[src/rtl/sdh_pkg.sv]
// shared types and constants for the sd card spi host
`default_nettype none
package sdh_pkg;

  localparam int BlockBytes = 512;
  localparam int CountW = 10;

  typedef enum logic [2:0] {
    OP_INIT  = 3'd0,
    OP_READ  = 3'd1,
    OP_WRITE = 3'd2,
    OP_XFER  = 3'd3,
    OP_WDATA = 3'd4
  } op_t;

  typedef enum logic [1:0] {
    K_XCHG  = 2'd0,
    K_RDATA = 2'd1,
    K_WWANT = 2'd2,
    K_DONE  = 2'd3
  } kind_t;

  typedef enum logic [2:0] {
    CFG_POLL   = 3'd0,
    CFG_SD2    = 3'd1,
    CFG_LEGACY = 3'd2,
    CFG_TOKEN  = 3'd3,
    CFG_WAKE   = 3'd4
  } cfg_idx_t;

  localparam logic [1:0] ST_OK    = 2'd0;
  localparam logic [1:0] ST_NOIDL = 2'd1;
  localparam logic [1:0] ST_RDERR = 2'd2;
  localparam logic [1:0] ST_WRERR = 2'd3;

  // classified request from the front part
  typedef struct packed {
    op_t         op;
    logic [31:0] addr;
    logic [7:0]  wdata;
    logic [7:0]  miso;
  } req_t;

  // one result item
  typedef struct packed {
    kind_t      kind;
    logic [7:0] mosi;
    logic       sel;
    logic       slow;
    logic [7:0] rbyte;
    logic [1:0] status;
    logic [2:0] ctype;
    logic       last;
  } res_t;

endpackage
`default_nettype wire

[src/rtl/sdh_front.sv]
// input stage and request queue in front of the sequencer
`default_nettype none
module sdh_front
  import sdh_pkg::*;
(
  input  wire logic        clk,
  input  wire logic        rst,
  input  wire logic        in_valid,
  output logic             in_ready,
  input  wire logic [2:0]  operation,
  input  wire logic [31:0] block_address,
  input  wire logic [7:0]  write_data,
  input  wire logic [7:0]  miso_byte,
  output logic             q_valid,
  input  wire logic        q_ready,
  output req_t             q_data
);

  req_t       mem [4];
  logic [1:0] wr_ptr;
  logic [1:0] rd_ptr;
  logic [2:0] fill;
  logic       push;
  logic       pop;

  assign in_ready = (fill != 3'd4);
  assign push     = in_valid && in_ready;
  assign q_valid  = (fill != 3'd0);
  assign pop      = q_valid && q_ready;
  assign q_data   = mem[rd_ptr];

  // request storage
  always_ff @(posedge clk) begin
    if (push) begin
      mem[wr_ptr] <= '{op: op_t'(operation), addr: block_address,
                       wdata: write_data, miso: miso_byte};
    end
  end

  // queue pointers
  always_ff @(posedge clk) begin
    if (rst) begin
      wr_ptr <= '0;
      rd_ptr <= '0;
      fill   <= '0;
    end else begin
      if (push) wr_ptr <= wr_ptr + 2'd1;
      if (pop) rd_ptr <= rd_ptr + 2'd1;
      fill <= fill + {2'b0, push} - {2'b0, pop};
    end
  end

endmodule
`default_nettype wire

[src/rtl/sdh_back.sv]
// command sequencer: turns requests into exchange and data results
`default_nettype none
module sdh_back
  import sdh_pkg::*;
#(
  parameter int BLOCK_BYTES = BlockBytes
) (
  input  wire logic        clk,
  input  wire logic        rst,
  input  wire logic        q_valid,
  output logic             q_ready,
  input  req_t             q_data,
  input  wire logic [7:0]  poll_lim,
  input  wire logic [15:0] sd2_tries,
  input  wire logic [15:0] leg_tries,
  input  wire logic [15:0] tok_lim,
  input  wire logic [7:0]  wake_n,
  output logic             out_valid,
  input  wire logic        out_ready,
  output res_t             out_data,
  output logic             busy
);

  localparam int BcW = $clog2(BLOCK_BYTES + 1);

  typedef enum logic [4:0] {
    PH_IDLE, PH_WAKE, PH_CMD_OUT, PH_CMD_POLL, PH_REL0, PH_R7, PH_OCR,
    PH_RD_GAP, PH_RD_TOKEN, PH_RD_DATA, PH_RD_CRC, PH_WR_GAP, PH_WR_TOKEN,
    PH_WR_WAIT, PH_WR_DATA, PH_WR_CRC, PH_WR_RESP, PH_WR_BUSY
  } phase_t;

  typedef enum logic [3:0] {
    S_NONE, S_CMD0, S_CMD8, S_SD2, S_CMD58, S_PROBE, S_LEGACY, S_CMD16,
    S_CMD18, S_CMD12, S_CMD24
  } step_t;

  phase_t      phase, phase_next;
  step_t       step, step_next;
  logic [47:0] frame, frame_next;
  logic [BcW-1:0] bcnt, bcnt_next;
  logic [15:0] retry, retry_next;
  logic [7:0]  pcnt, pcnt_next;
  logic [31:0] reply, reply_next;
  logic [2:0]  dtype, dtype_next;
  logic        app, app_next;

  // two-entry result buffer
  res_t        rb0, rb1;
  logic [1:0]  rcnt;

  // results of the current request, built combinationally
  logic        e0_v, e1_v;
  kind_t       e0_k, e1_k;
  logic [7:0]  e0_m, e0_r;
  logic [1:0]  e1_s, e0_s;
  logic        e0_wake;

  logic [7:0]  m;
  logic [7:0]  plim;
  logic [15:0] tlim;
  logic [7:0]  cbyte;
  logic [47:0] cur_frame;
  logic [15:0] retry_dec;
  logic        fire;

  assign busy    = (phase != PH_IDLE) || (rcnt != 2'd0);
  // take a request when the buffer is empty or its only result leaves now
  assign q_ready = (rcnt == 2'd0) || ((rcnt == 2'd1) && out_ready);
  assign fire    = q_valid && q_ready;
  assign m       = q_data.miso;
  assign plim    = (poll_lim == 8'd0) ? 8'd1 : poll_lim;
  assign tlim    = (tok_lim == 16'd0) ? 16'd1 : tok_lim;
  assign retry_dec = retry - 16'd1;

  // frame byte for the current command position
  assign cur_frame = app ? 48'h770000000001 : frame;
  always_comb begin
    case (bcnt_next[2:0])
      3'd2: cbyte = cur_frame[47:40];
      3'd3: cbyte = cur_frame[39:32];
      3'd4: cbyte = cur_frame[31:24];
      3'd5: cbyte = cur_frame[23:16];
      3'd6: cbyte = cur_frame[15:8];
      3'd7: cbyte = cur_frame[7:0];
      default: cbyte = 8'hFF;
    endcase
  end

  // frame for a command index with argument
  function automatic logic [47:0] mk_frame(input logic [5:0] idx, input logic [31:0] arg);
    logic [7:0] crc;
    crc = (idx == 6'd0) ? 8'h95 : ((idx == 6'd8) ? 8'h87 : 8'h01);
    return {2'b01, idx, arg, crc};
  endfunction

  // next-state logic mirroring the byte sequencer
  always_comb begin
    phase_next = phase;
    step_next  = step;
    frame_next = frame;
    bcnt_next  = bcnt;
    retry_next = retry;
    pcnt_next  = pcnt;
    reply_next = reply;
    dtype_next = dtype;
    app_next   = app;
    e0_v = 1'b0; e1_v = 1'b0;
    e0_k = K_XCHG;
    e0_m = 8'hFF; e0_r = 8'h00; e0_s = ST_OK; e1_s = ST_OK;
    e0_wake = 1'b0;

    if (fire) begin
      case (q_data.op)
        OP_INIT, OP_READ, OP_WRITE: begin
          if (phase == PH_IDLE) begin
            e0_v = 1'b1;
            if (q_data.op == OP_INIT) begin
              dtype_next = '0;
              if (wake_n == 8'd0) begin
                frame_next = mk_frame(6'd0, 32'd0); app_next = 1'b0;
                step_next = S_CMD0; phase_next = PH_CMD_OUT; bcnt_next = '0;
              end else begin
                phase_next = PH_WAKE; bcnt_next = '0; e0_wake = 1'b1;
              end
            end else begin
              frame_next = mk_frame((q_data.op == OP_READ) ? 6'd18 : 6'd24, q_data.addr);
              app_next   = 1'b0;
              step_next  = (q_data.op == OP_READ) ? S_CMD18 : S_CMD24;
              phase_next = PH_CMD_OUT; bcnt_next = '0;
            end
          end
        end
        OP_WDATA: begin
          if (phase == PH_WR_WAIT) begin
            phase_next = PH_WR_DATA; e0_v = 1'b1; e0_m = q_data.wdata;
          end
        end
        OP_XFER: begin
          e0_v = (phase != PH_IDLE) && (phase != PH_WR_WAIT);
          case (phase)
            PH_WAKE: begin
              bcnt_next = bcnt + 1'b1;
              if ({{(16-BcW){1'b0}}, bcnt_next} >= {8'd0, wake_n}) begin
                frame_next = mk_frame(6'd0, 32'd0); app_next = 1'b0;
                step_next = S_CMD0; phase_next = PH_CMD_OUT; bcnt_next = '0;
              end else e0_wake = 1'b1;
            end
            PH_CMD_OUT: begin
              bcnt_next = bcnt + 1'b1;
              if (bcnt_next < BcW'(8)) e0_m = cbyte;
              else begin phase_next = PH_CMD_POLL; pcnt_next = '0; end
            end
            PH_CMD_POLL: begin
              pcnt_next = pcnt + 8'd1;
              if (!(m[7] && pcnt_next < plim)) begin
                if (app && m <= 8'd1) begin
                  app_next = 1'b0; phase_next = PH_CMD_OUT; bcnt_next = '0;
                end else begin
                  app_next = 1'b0;
                  case (step)
                    S_CMD0: begin
                      if (m == 8'd1) phase_next = PH_REL0;
                      else begin e0_k = K_DONE; e0_s = ST_NOIDL; end
                    end
                    S_CMD8: begin
                      phase_next = PH_CMD_OUT; bcnt_next = '0;
                      if (m == 8'd1) begin
                        phase_next = PH_R7; reply_next = '0;
                      end else begin
                        frame_next = mk_frame(6'd41, 32'd0); app_next = 1'b1;
                        step_next = S_PROBE;
                      end
                    end
                    S_SD2: begin
                      if (m != 8'd0) begin
                        retry_next = retry_dec;
                        if (retry_dec == 16'd0) e0_k = K_DONE;
                        else begin
                          frame_next = mk_frame(6'd41, 32'h40000000); app_next = 1'b1;
                          phase_next = PH_CMD_OUT; bcnt_next = '0;
                        end
                      end else begin
                        frame_next = mk_frame(6'd58, 32'd0); step_next = S_CMD58;
                        phase_next = PH_CMD_OUT; bcnt_next = '0;
                      end
                    end
                    S_CMD58: begin
                      if (m == 8'd0) begin
                        phase_next = PH_OCR; bcnt_next = '0; reply_next = '0;
                      end else e0_k = K_DONE;
                    end
                    S_PROBE: begin
                      retry_next = leg_tries;
                      if (leg_tries == 16'd0) begin
                        dtype_next = '0; e0_k = K_DONE;
                      end else begin
                        dtype_next = (m <= 8'd1) ? 3'd2 : 3'd1;
                        frame_next = mk_frame((m <= 8'd1) ? 6'd41 : 6'd1, 32'd0);
                        app_next = (m <= 8'd1); step_next = S_LEGACY;
                        phase_next = PH_CMD_OUT; bcnt_next = '0;
                      end
                    end
                    S_LEGACY: begin
                      if (m != 8'd0) begin
                        retry_next = retry_dec;
                        if (retry_dec == 16'd0) begin
                          dtype_next = '0; e0_k = K_DONE;
                        end else begin
                          frame_next = mk_frame((dtype == 3'd2) ? 6'd41 : 6'd1, 32'd0);
                          app_next = (dtype == 3'd2);
                          phase_next = PH_CMD_OUT; bcnt_next = '0;
                        end
                      end else begin
                        frame_next = mk_frame(6'd16, 32'(BLOCK_BYTES));
                        step_next = S_CMD16; phase_next = PH_CMD_OUT; bcnt_next = '0;
                      end
                    end
                    S_CMD16: begin
                      if (m != 8'd0) dtype_next = '0;
                      e0_k = K_DONE;
                    end
                    S_CMD18: begin
                      if (m != 8'd0) begin e0_k = K_DONE; e0_s = ST_RDERR; end
                      else phase_next = PH_RD_GAP;
                    end
                    S_CMD12: begin
                      phase_next = PH_RD_CRC; bcnt_next = '0;
                    end
                    S_CMD24: begin
                      if (m != 8'd0) begin e0_k = K_DONE; e0_s = ST_WRERR; end
                      else phase_next = PH_WR_GAP;
                    end
                    default: e0_k = K_DONE;
                  endcase
                end
              end
            end
            PH_REL0: begin
              frame_next = mk_frame(6'd8, 32'h1AA); app_next = 1'b0;
              step_next = S_CMD8; phase_next = PH_CMD_OUT; bcnt_next = '0;
            end
            PH_R7, PH_OCR: begin
              reply_next = {reply[23:0], m};
              bcnt_next = bcnt + 1'b1;
              if (bcnt_next >= BcW'(4)) begin
                if (phase == PH_OCR) begin
                  dtype_next = reply_next[30] ? 3'd4 : 3'd3;
                  e0_k = K_DONE;
                end else if (reply_next[15:0] == 16'h01AA && sd2_tries != 16'd0) begin
                  retry_next = sd2_tries;
                  frame_next = mk_frame(6'd41, 32'h40000000); app_next = 1'b1;
                  step_next = S_SD2; phase_next = PH_CMD_OUT; bcnt_next = '0;
                end else begin
                  if (reply_next[15:0] == 16'h01AA) retry_next = sd2_tries;
                  e0_k = K_DONE;
                end
              end
            end
            PH_RD_GAP: begin
              phase_next = PH_RD_TOKEN; retry_next = '0;
            end
            PH_RD_TOKEN: begin
              retry_next = retry + 16'd1;
              if (m == 8'hFE) begin
                phase_next = PH_RD_DATA; bcnt_next = '0;
              end else if (retry_next >= tlim) begin
                e0_k = K_DONE; e0_s = ST_RDERR;
              end
            end
            PH_RD_DATA: begin
              e0_k = K_RDATA; e0_r = m; e1_v = 1'b1;
              bcnt_next = bcnt + 1'b1;
              if (bcnt_next >= BcW'(BLOCK_BYTES)) begin
                frame_next = mk_frame(6'd12, 32'd0); app_next = 1'b0;
                step_next = S_CMD12; phase_next = PH_CMD_OUT; bcnt_next = '0;
              end
            end
            PH_RD_CRC: begin
              bcnt_next = bcnt + 1'b1;
              if (bcnt_next >= BcW'(2)) e0_k = K_DONE;
            end
            PH_WR_GAP: begin
              phase_next = PH_WR_TOKEN; e0_m = 8'hFE;
            end
            PH_WR_TOKEN: begin
              phase_next = PH_WR_WAIT; bcnt_next = '0; e0_k = K_WWANT;
            end
            PH_WR_DATA: begin
              bcnt_next = bcnt + 1'b1;
              if (bcnt_next < BcW'(BLOCK_BYTES)) begin
                phase_next = PH_WR_WAIT; e0_k = K_WWANT;
              end else begin
                phase_next = PH_WR_CRC; bcnt_next = '0;
              end
            end
            PH_WR_CRC: begin
              bcnt_next = bcnt + 1'b1;
              if (bcnt_next >= BcW'(2)) phase_next = PH_WR_RESP;
            end
            PH_WR_RESP: begin
              if (m[4:0] != 5'h05) begin e0_k = K_DONE; e0_s = ST_WRERR; end
              else begin phase_next = PH_WR_BUSY; retry_next = '0; end
            end
            PH_WR_BUSY: begin
              retry_next = retry + 16'd1;
              if (m == 8'hFF) e0_k = K_DONE;
              else if (retry_next >= tlim) begin e0_k = K_DONE; e0_s = ST_WRERR; end
            end
            default: e0_v = 1'b0;
          endcase
          if (e0_k == K_DONE) begin
            phase_next = PH_IDLE; step_next = S_NONE;
          end
        end
        default: ;
      endcase
    end
  end

  // second result only follows a read data byte: the next exchange or its command
  assign e1_k = K_XCHG;

  // state registers and result buffer
  always_ff @(posedge clk) begin
    if (rst) begin
      phase <= PH_IDLE;
      step  <= S_NONE;
      frame <= '0;
      bcnt  <= '0;
      retry <= '0;
      pcnt  <= '0;
      reply <= '0;
      dtype <= '0;
      app   <= 1'b0;
      rcnt  <= '0;
    end else begin
      phase <= phase_next;
      step  <= step_next;
      frame <= frame_next;
      bcnt  <= bcnt_next;
      retry <= retry_next;
      pcnt  <= pcnt_next;
      reply <= reply_next;
      dtype <= dtype_next;
      app   <= app_next;
      if (fire && e0_v) begin
        rcnt <= e1_v ? 2'd2 : 2'd1;
      end else if (out_valid && out_ready) begin
        rcnt <= rcnt - 2'd1;
      end
    end
  end

  // result payloads, second one moves up as the first drains
  always_ff @(posedge clk) begin
    if (fire && e0_v) begin
      rb0.kind   <= e0_k;
      rb0.mosi   <= (e0_k == K_XCHG) ? e0_m : 8'h00;
      rb0.sel    <= (e0_k == K_XCHG) && !e0_wake;
      rb0.slow   <= (e0_k == K_XCHG) && e0_wake;
      rb0.rbyte  <= (e0_k == K_RDATA) ? e0_r : 8'h00;
      rb0.status <= (e0_k == K_DONE) ? e0_s : 2'd0;
      rb0.ctype  <= (e0_k == K_RDATA) ? dtype : dtype_next;
      rb0.last   <= !e1_v;
      rb1.kind   <= e1_k;
      rb1.mosi   <= 8'hFF;
      rb1.sel    <= 1'b1;
      rb1.slow   <= 1'b0;
      rb1.rbyte  <= 8'h00;
      rb1.status <= e1_s;
      rb1.ctype  <= dtype_next;
      rb1.last   <= 1'b1;
    end else if (out_valid && out_ready) begin
      rb0 <= rb1;
    end
  end

  assign out_valid = (rcnt != 2'd0);
  assign out_data  = rb0;

endmodule
`default_nettype wire

[src/rtl/sd_card_spi_host.sv]
// Top level of the SPI-mode SD/MMC host sequencer. Requests (initialise,
// read a block, write a block), write data bytes and card bytes of finished
// exchanges enter a four-entry queue; a byte-level sequencer behind it issues
// exchange requests, read data bytes, write-byte requests and a final done
// with status and card type. The sequencer takes one item per clock while
// results are taken and its output buffer has room; an item that gives two
// results (a read data byte plus the next exchange) holds the queue while
// the two-entry output buffer drains. Configuration registers are written
// through their own port; the user must write them only while the block is
// idle, the block itself does not enforce this.
`default_nettype none
module sd_card_spi_host
  import sdh_pkg::*;
#(
  parameter int BLOCK_BYTES = BlockBytes
) (
  input  wire logic        clk,
  input  wire logic        rst,
  input  wire logic        in_valid,
  output logic             in_ready,
  input  wire logic [2:0]  operation,
  input  wire logic [31:0] block_address,
  input  wire logic [7:0]  write_data,
  input  wire logic [7:0]  miso_byte,
  output logic             out_valid,
  input  wire logic        out_ready,
  output logic [1:0]       kind,
  output logic [7:0]       mosi_byte,
  output logic             card_select,
  output logic             slow_clock,
  output logic [7:0]       read_byte,
  output logic [1:0]       status,
  output logic [2:0]       card_type,
  output logic             last,
  input  wire logic        cfg_valid,
  output logic             cfg_ready,
  input  wire logic [2:0]  cfg_index,
  input  wire logic [15:0] cfg_data
);

  logic        q_valid;
  logic        q_ready;
  req_t        q_data;
  res_t        res;
  logic        busy;
  logic [7:0]  poll_lim;
  logic [15:0] sd2_tries;
  logic [15:0] leg_tries;
  logic [15:0] tok_lim;
  logic [7:0]  wake_n;

  assign cfg_ready = 1'b1;

  // configuration registers
  always_ff @(posedge clk) begin
    if (rst) begin
      poll_lim  <= 8'd100;
      sd2_tries <= 16'd12000;
      leg_tries <= 16'd25000;
      tok_lim   <= 16'hFFFF;
      wake_n    <= 8'd10;
    end else if (cfg_valid) begin
      case (cfg_idx_t'(cfg_index))
        CFG_POLL:   poll_lim  <= cfg_data[7:0];
        CFG_SD2:    sd2_tries <= cfg_data;
        CFG_LEGACY: leg_tries <= cfg_data;
        CFG_TOKEN:  tok_lim   <= cfg_data;
        CFG_WAKE:   wake_n    <= cfg_data[7:0];
        default: ;
      endcase
    end
  end

  sdh_front u_front (
    .clk, .rst, .in_valid, .in_ready, .operation, .block_address,
    .write_data, .miso_byte, .q_valid, .q_ready, .q_data
  );

  sdh_back #(.BLOCK_BYTES(BLOCK_BYTES)) u_back (
    .clk, .rst, .q_valid, .q_ready, .q_data, .poll_lim, .sd2_tries,
    .leg_tries, .tok_lim, .wake_n, .out_valid, .out_ready,
    .out_data(res), .busy
  );

  assign kind        = res.kind;
  assign mosi_byte   = res.mosi;
  assign card_select = res.sel;
  assign slow_clock  = res.slow;
  assign read_byte   = res.rbyte;
  assign status      = res.status;
  assign card_type   = res.ctype;
  assign last        = res.last;

  // a wake exchange never has chip select
  assert property (@(posedge clk) disable iff (rst)
    out_valid && slow_clock |-> !card_select)
    else $error("slow exchange with card selected");

  // a done result is always the last of its request
  assert property (@(posedge clk) disable iff (rst)
    out_valid && kind == K_DONE |-> last)
    else $error("done result not marked last");

  // output stays busy while results wait
  assert property (@(posedge clk) disable iff (rst)
    out_valid |-> busy)
    else $error("result pending while idle");

endmodule
`default_nettype wire
[config.mk]
export PLATFORM = sky130hd
export DESIGN_NAME = sd_card_spi_host
export DESIGN_NICKNAME = d
export VERILOG_FILES = /design/src/rtl/sdh_pkg.sv /design/src/rtl/sdh_front.sv /design/src/rtl/sdh_back.sv /design/src/rtl/sd_card_spi_host.sv
export SDC_FILE = /design/constraint.sdc
export NUM_CORES = 1
export LEC_CHECK = 0
export ABC_AREA = 1
export BUFFER_PORTS_ARGS = -buffer_cell sky130_fd_sc_hd__buf_2
export CORE_AREA = 2 2 247 188
export DETAILED_ROUTE_END_ITERATION = 10
export DIE_AREA = 0 0 249 190
export GPL_ROUTABILITY_DRIVEN = 0
export MAX_ROUTING_LAYER = met4
export PLACE_DENSITY_LB_ADDON = 0.3
export REMOVE_ABC_BUFFERS = 1
export SLEW_MARGIN = 20
export SYNTH_ARGS = -nofsm -noshare
export SYNTH_HDL_FRONTEND = slang
export SYNTH_SLANG_ARGS = --single-unit
[constraint.sdc]
create_clock -name clk -period 6.6 [get_ports clk]
set_input_delay 1.32 -clock clk [delete_from_list [all_inputs] [get_ports clk]]
set_output_delay 1.32 -clock clk [all_outputs]
set_load 0.005 [all_outputs]
==> results.md <==
* Die area at about 47,000 um^2
* Hold crit path type: reg2reg
* Seq/Total Area, Yosys at approximately 52%
* Predominant post-synthesis flop cell: edfxtp_1
* Cell family with most CP delay: buffers and inverters
* Leading cell type in the layout, fill and taps excluded: nand2_1
* Synth Cell Area at approximately 20,000 um^2
* Vias per cell at 5.56
* CP max stage delay at around 0.73 ns
* CP max FO at 81
* Ports at ~100
* Maximum VDD drop at 0.193 mV
* Slew HR at a little over a third
* Total negative slack at 0 ns
* CP Capture Type: register
* Hold Vio Cnt, Final at 0
* Run status: finished, final reports clean
* Die height at approximately 190 um
* Clock buffer count from CTS at 42
* Area Overhead vs Synth at 12.4%
* Post-synth EDFFs at ~230
* Post-synth ARST share at 0%
* Final worst path period share at between 70 and 80%
* CTS root buf: clkbuf_16
* DRT Pass-1 Iters at 6
* GRT overflow at 0
* Clock-pin slew on the worst setup and hold paths at ~0.060 ns
* Core Footprint at 45,200 um^2
* Total wire length at about 55 mm
* Mapped Cells at 2,346
* Period minus WS final at approximately 4.6 ns
* Combinational Power Share at between 30% and 40%
* Share of post-route cells with drive strength above 1 at about 11%
* Die X at approximately 250 um
* Clock network power share at between 20% and 30%
* CTS Hold Bufs at 0
* Crit path buf inv count at 3
* FF-to-FF path depth at 12
* Most frequent cells in the layout: 419 x nand2_1, 316 x nor2_1, 233 x edfxtp_1, 228 x inv_1, 195 x o21ai_0
* First-pass GRT wire length at just under 90 mm
* YS warnings at 0
* Worst reg2reg endpoint: u_back.frame[12]
* Placed insts at 2,962
* Leak at 9.13 nW
* Total track usage at between 20% and 30%
* Rows at 68
* Post-synth cell types at 70
* R2r setup slk at between 1.5 and 2 ns
* Post-route ant nets at 0
* Worst-margin pin slew at between 0.9 and 1 ns
* CTS tree: yes
* Most used cell, CP: inv_2
* Port bufs at slightly above 100
* Antenna violations before repair at 5
* Internal Pwr Total at ~0.0055 W
* Layout Nets at about 2,500
* Avg WL per Cell at about 18 um
* Worst path required time at around 7 ns
* Pins Over Slew Limit at 0
* Vias at 16,900
* P_sw at about 0.0035 W
* Sw frac at a little under 40%
* Iter 0 DRT Violations at slightly above 2,000
* CP cell instances: buf_4, nand2_1, a32oi_2, nor2_4, inv_2, or2_1, nand4_1, a21oi_2, nand2_2, inv_2, nand3_1, a21oi_1
* RSZ-0062 raised after global routing: no
* Initial Util at 44.4%
* Post-Syn Area per Cell at about 8.6 um^2
* Worst setup SP type: register
* Number of stages on the worst setup path at 12
* Setup Buffers After CTS at 0
* DP HPWL at approximately 38 mm
* DRC Markers at 0
* Power density over the cells at roughly 400 nW/um^2
* Clk_lat worst skew at 0.58 ns
* Worst Setup EP: u_back.frame[12]
* CP max stage cell: buf_4
* Final Non-Filler Cells at just over 3,000
* Setup-failing EPs final at 0
* PostCTS Resize Cnt at 0
* Max-Cap Viols at 0
* H-tree Lvls at 2
* Hold_sp: u_back.frame[13]
* Setup CP Type: reg2reg
* Clock Sinks at ~400
* Largest net degree at the start of global routing at between 80 and 90
* F_max at between 200 and 250 MHz
* Clock Skew at approximately 0.02 ns
* #FFs+latches synth at 407
* Flop pwr share at 36.7%
* CTS max path bufs at 3
* Arrival time at the worst endpoint at ~5.1 ns
* Vias in the first global route at 15,800
[power groups by stage]
stage | Clock [W] | Sequential, W | Combinational [W]
6_report | 0.00257 | 0.00332 | 0.00316
5_1_grt | 0.00273 | 0.00336 | 0.00349
4_1_cts | 0.00262 | 0.00332 | 0.00311
3_5_place_dp | 0 | 0.00337 | 0.00309
3_3_place_gp | 0 | 0.00336 | 0.00303
2_1_floorplan | 0 | 0.00337 | 0.00207
[layout make-up]
| class | instances | area, um^2 |
|---|---|---|
| Antenna cell | 5 | 12.5 |
| Clock buffer | 60 | 1270 |
| Clock inverter | 18 | 250 |
| Fill cell | 4254 | 22600 |
| Inverter | 248 | 933 |
| Multi-Input combinational cell | 1595 | 8240 |
| Sequential cell | 407 | 10500 |
| Tap cell | 595 | 744 |
| Timing Repair Buffer | 117 | 626 |
[how the worst min path moves through the flow]
| stage | end | cells after the start |
|---|---|---|
| floorplan | u_back.frame[0] | 2 |
| global placement | u_back.frame[0] | 2 |
| detailed placement | u_back.frame[13] | 2 |
| CTS | u_back.frame[13] | 2 |
| global route | u_back.reply[5] | 2 |
| finish | u_back.frame[13] | 2 |
[state kept, by name, indices dropped and copies added (netlist names), named ones only]
register and cells:
u_front.mem 204, sd2_tries 16, u_back.frame 42, poll_lim 8
u_front.wr_ptr 2, u_back.step 4, u_back.app 1, u_back.out_data 26
u_front.fill 3, u_back.dtype 3, u_back.retry 16, wake_n 8
u_front.rd_ptr 2, u_back.pcnt 8, u_back.phase 5, u_back.rcnt 2
u_back.bcnt 10, leg_tries 16, u_back.reply 10, u_back.rb1 3
tok_lim 16
[synth_stat cells, types with 3 or more instances]
library cell / number / area [um^2]
nand2_1: 419 / 1570
nor2_1: 321 / 1200
edfxtp_1: 233 / 7000
inv_1: 229 / 860
o21ai_0: 195 / 976
dfxtp_1: 174 / 3480
a21oi_1: 170 / 851
nand3_1: 126 / 631
clkbuf_1: 69 / 259
ha_1: 45 / 563
a211oi_1: 42 / 315
o22ai_1: 30 / 188
nand4_1: 27 / 169
nor3_1: 27 / 135
nand2_2: 24 / 150
xor2_1: 23 / 201
nor4_1: 16 / 100
buf_2: 13 / 65.1
inv_2: 13 / 48.8
o21ai_1: 13 / 65.1
o211ai_1: 12 / 90.1
a31oi_1: 11 / 68.8
nor2_2: 10 / 62.6
nor2_4: 9 / 101
a22oi_1: 8 / 60.1
buf_6: 7 / 78.8
a32o_1: 6 / 60.1
buf_4: 5 / 37.5
clkinv_1: 5 / 18.8
nand2_4: 5 / 56.3
a21oi_2: 3 / 26.3
nand3_2: 3 / 30.0
nor3_2: 3 / 30.0
o2111ai_1: 3 / 26.3
[per-layer routing]
layer | track usage (%) | share of wire (%) | up-vias
li1 | - | - | 8155
met1 | 34.4 | 46 | 7954
met2 | 34.0 | 41 | 708
met3 | 4.84 | 10 | 105
met4 | 6.92 | 2.5 | 0
met5 | - | 0 | -
[stage by stage]
stage,hold WS (ns),instance area [um^2],setup slack [ns],utilization [%],total power (W)
floorplan,0.424,19600,0.904,-,0.00544
global placement,0.442,21000,2.21,46.5,0.00639
detailed placement,0.446,21000,2.09,46.5,0.00646
CTS,0.454,22500,2.06,49.9,0.00905
global route,0.479,22600,1.29,49.9,0.00958
finish,0.455,22600,1.97,49.9,0.00906
[cell families (layout without fill, tap and decap cells)]
| logic type | Yosys count | count (layout) | share of synthesized area, % |
|---|---|---|---|
| xor gates and xnor gates | 23 | 23 | 1.00 |
| buffers and inverters | 344 | 443 | 6.90 |
| DFF | 407 | 407 | 52.2 |
| and+or+nand+nor | 1005 | 1005 | 22.1 |
| AOI/OAI and AO/OA | 520 | 520 | 14.9 |
| adders and majority gates | 46 | 46 | 2.91 |
| other | 1 | 6 | 0.0187 |
[worst min-delay path: cells and delay by family, from the launching register on]
family / cells / cell delay, ns
buffers and inverters: 1 / 0.06
flip-flops: 1 / 0.30
AO/OA/AOI/OAI: 1 / 0.05
(Power assumes the default switching activity.)
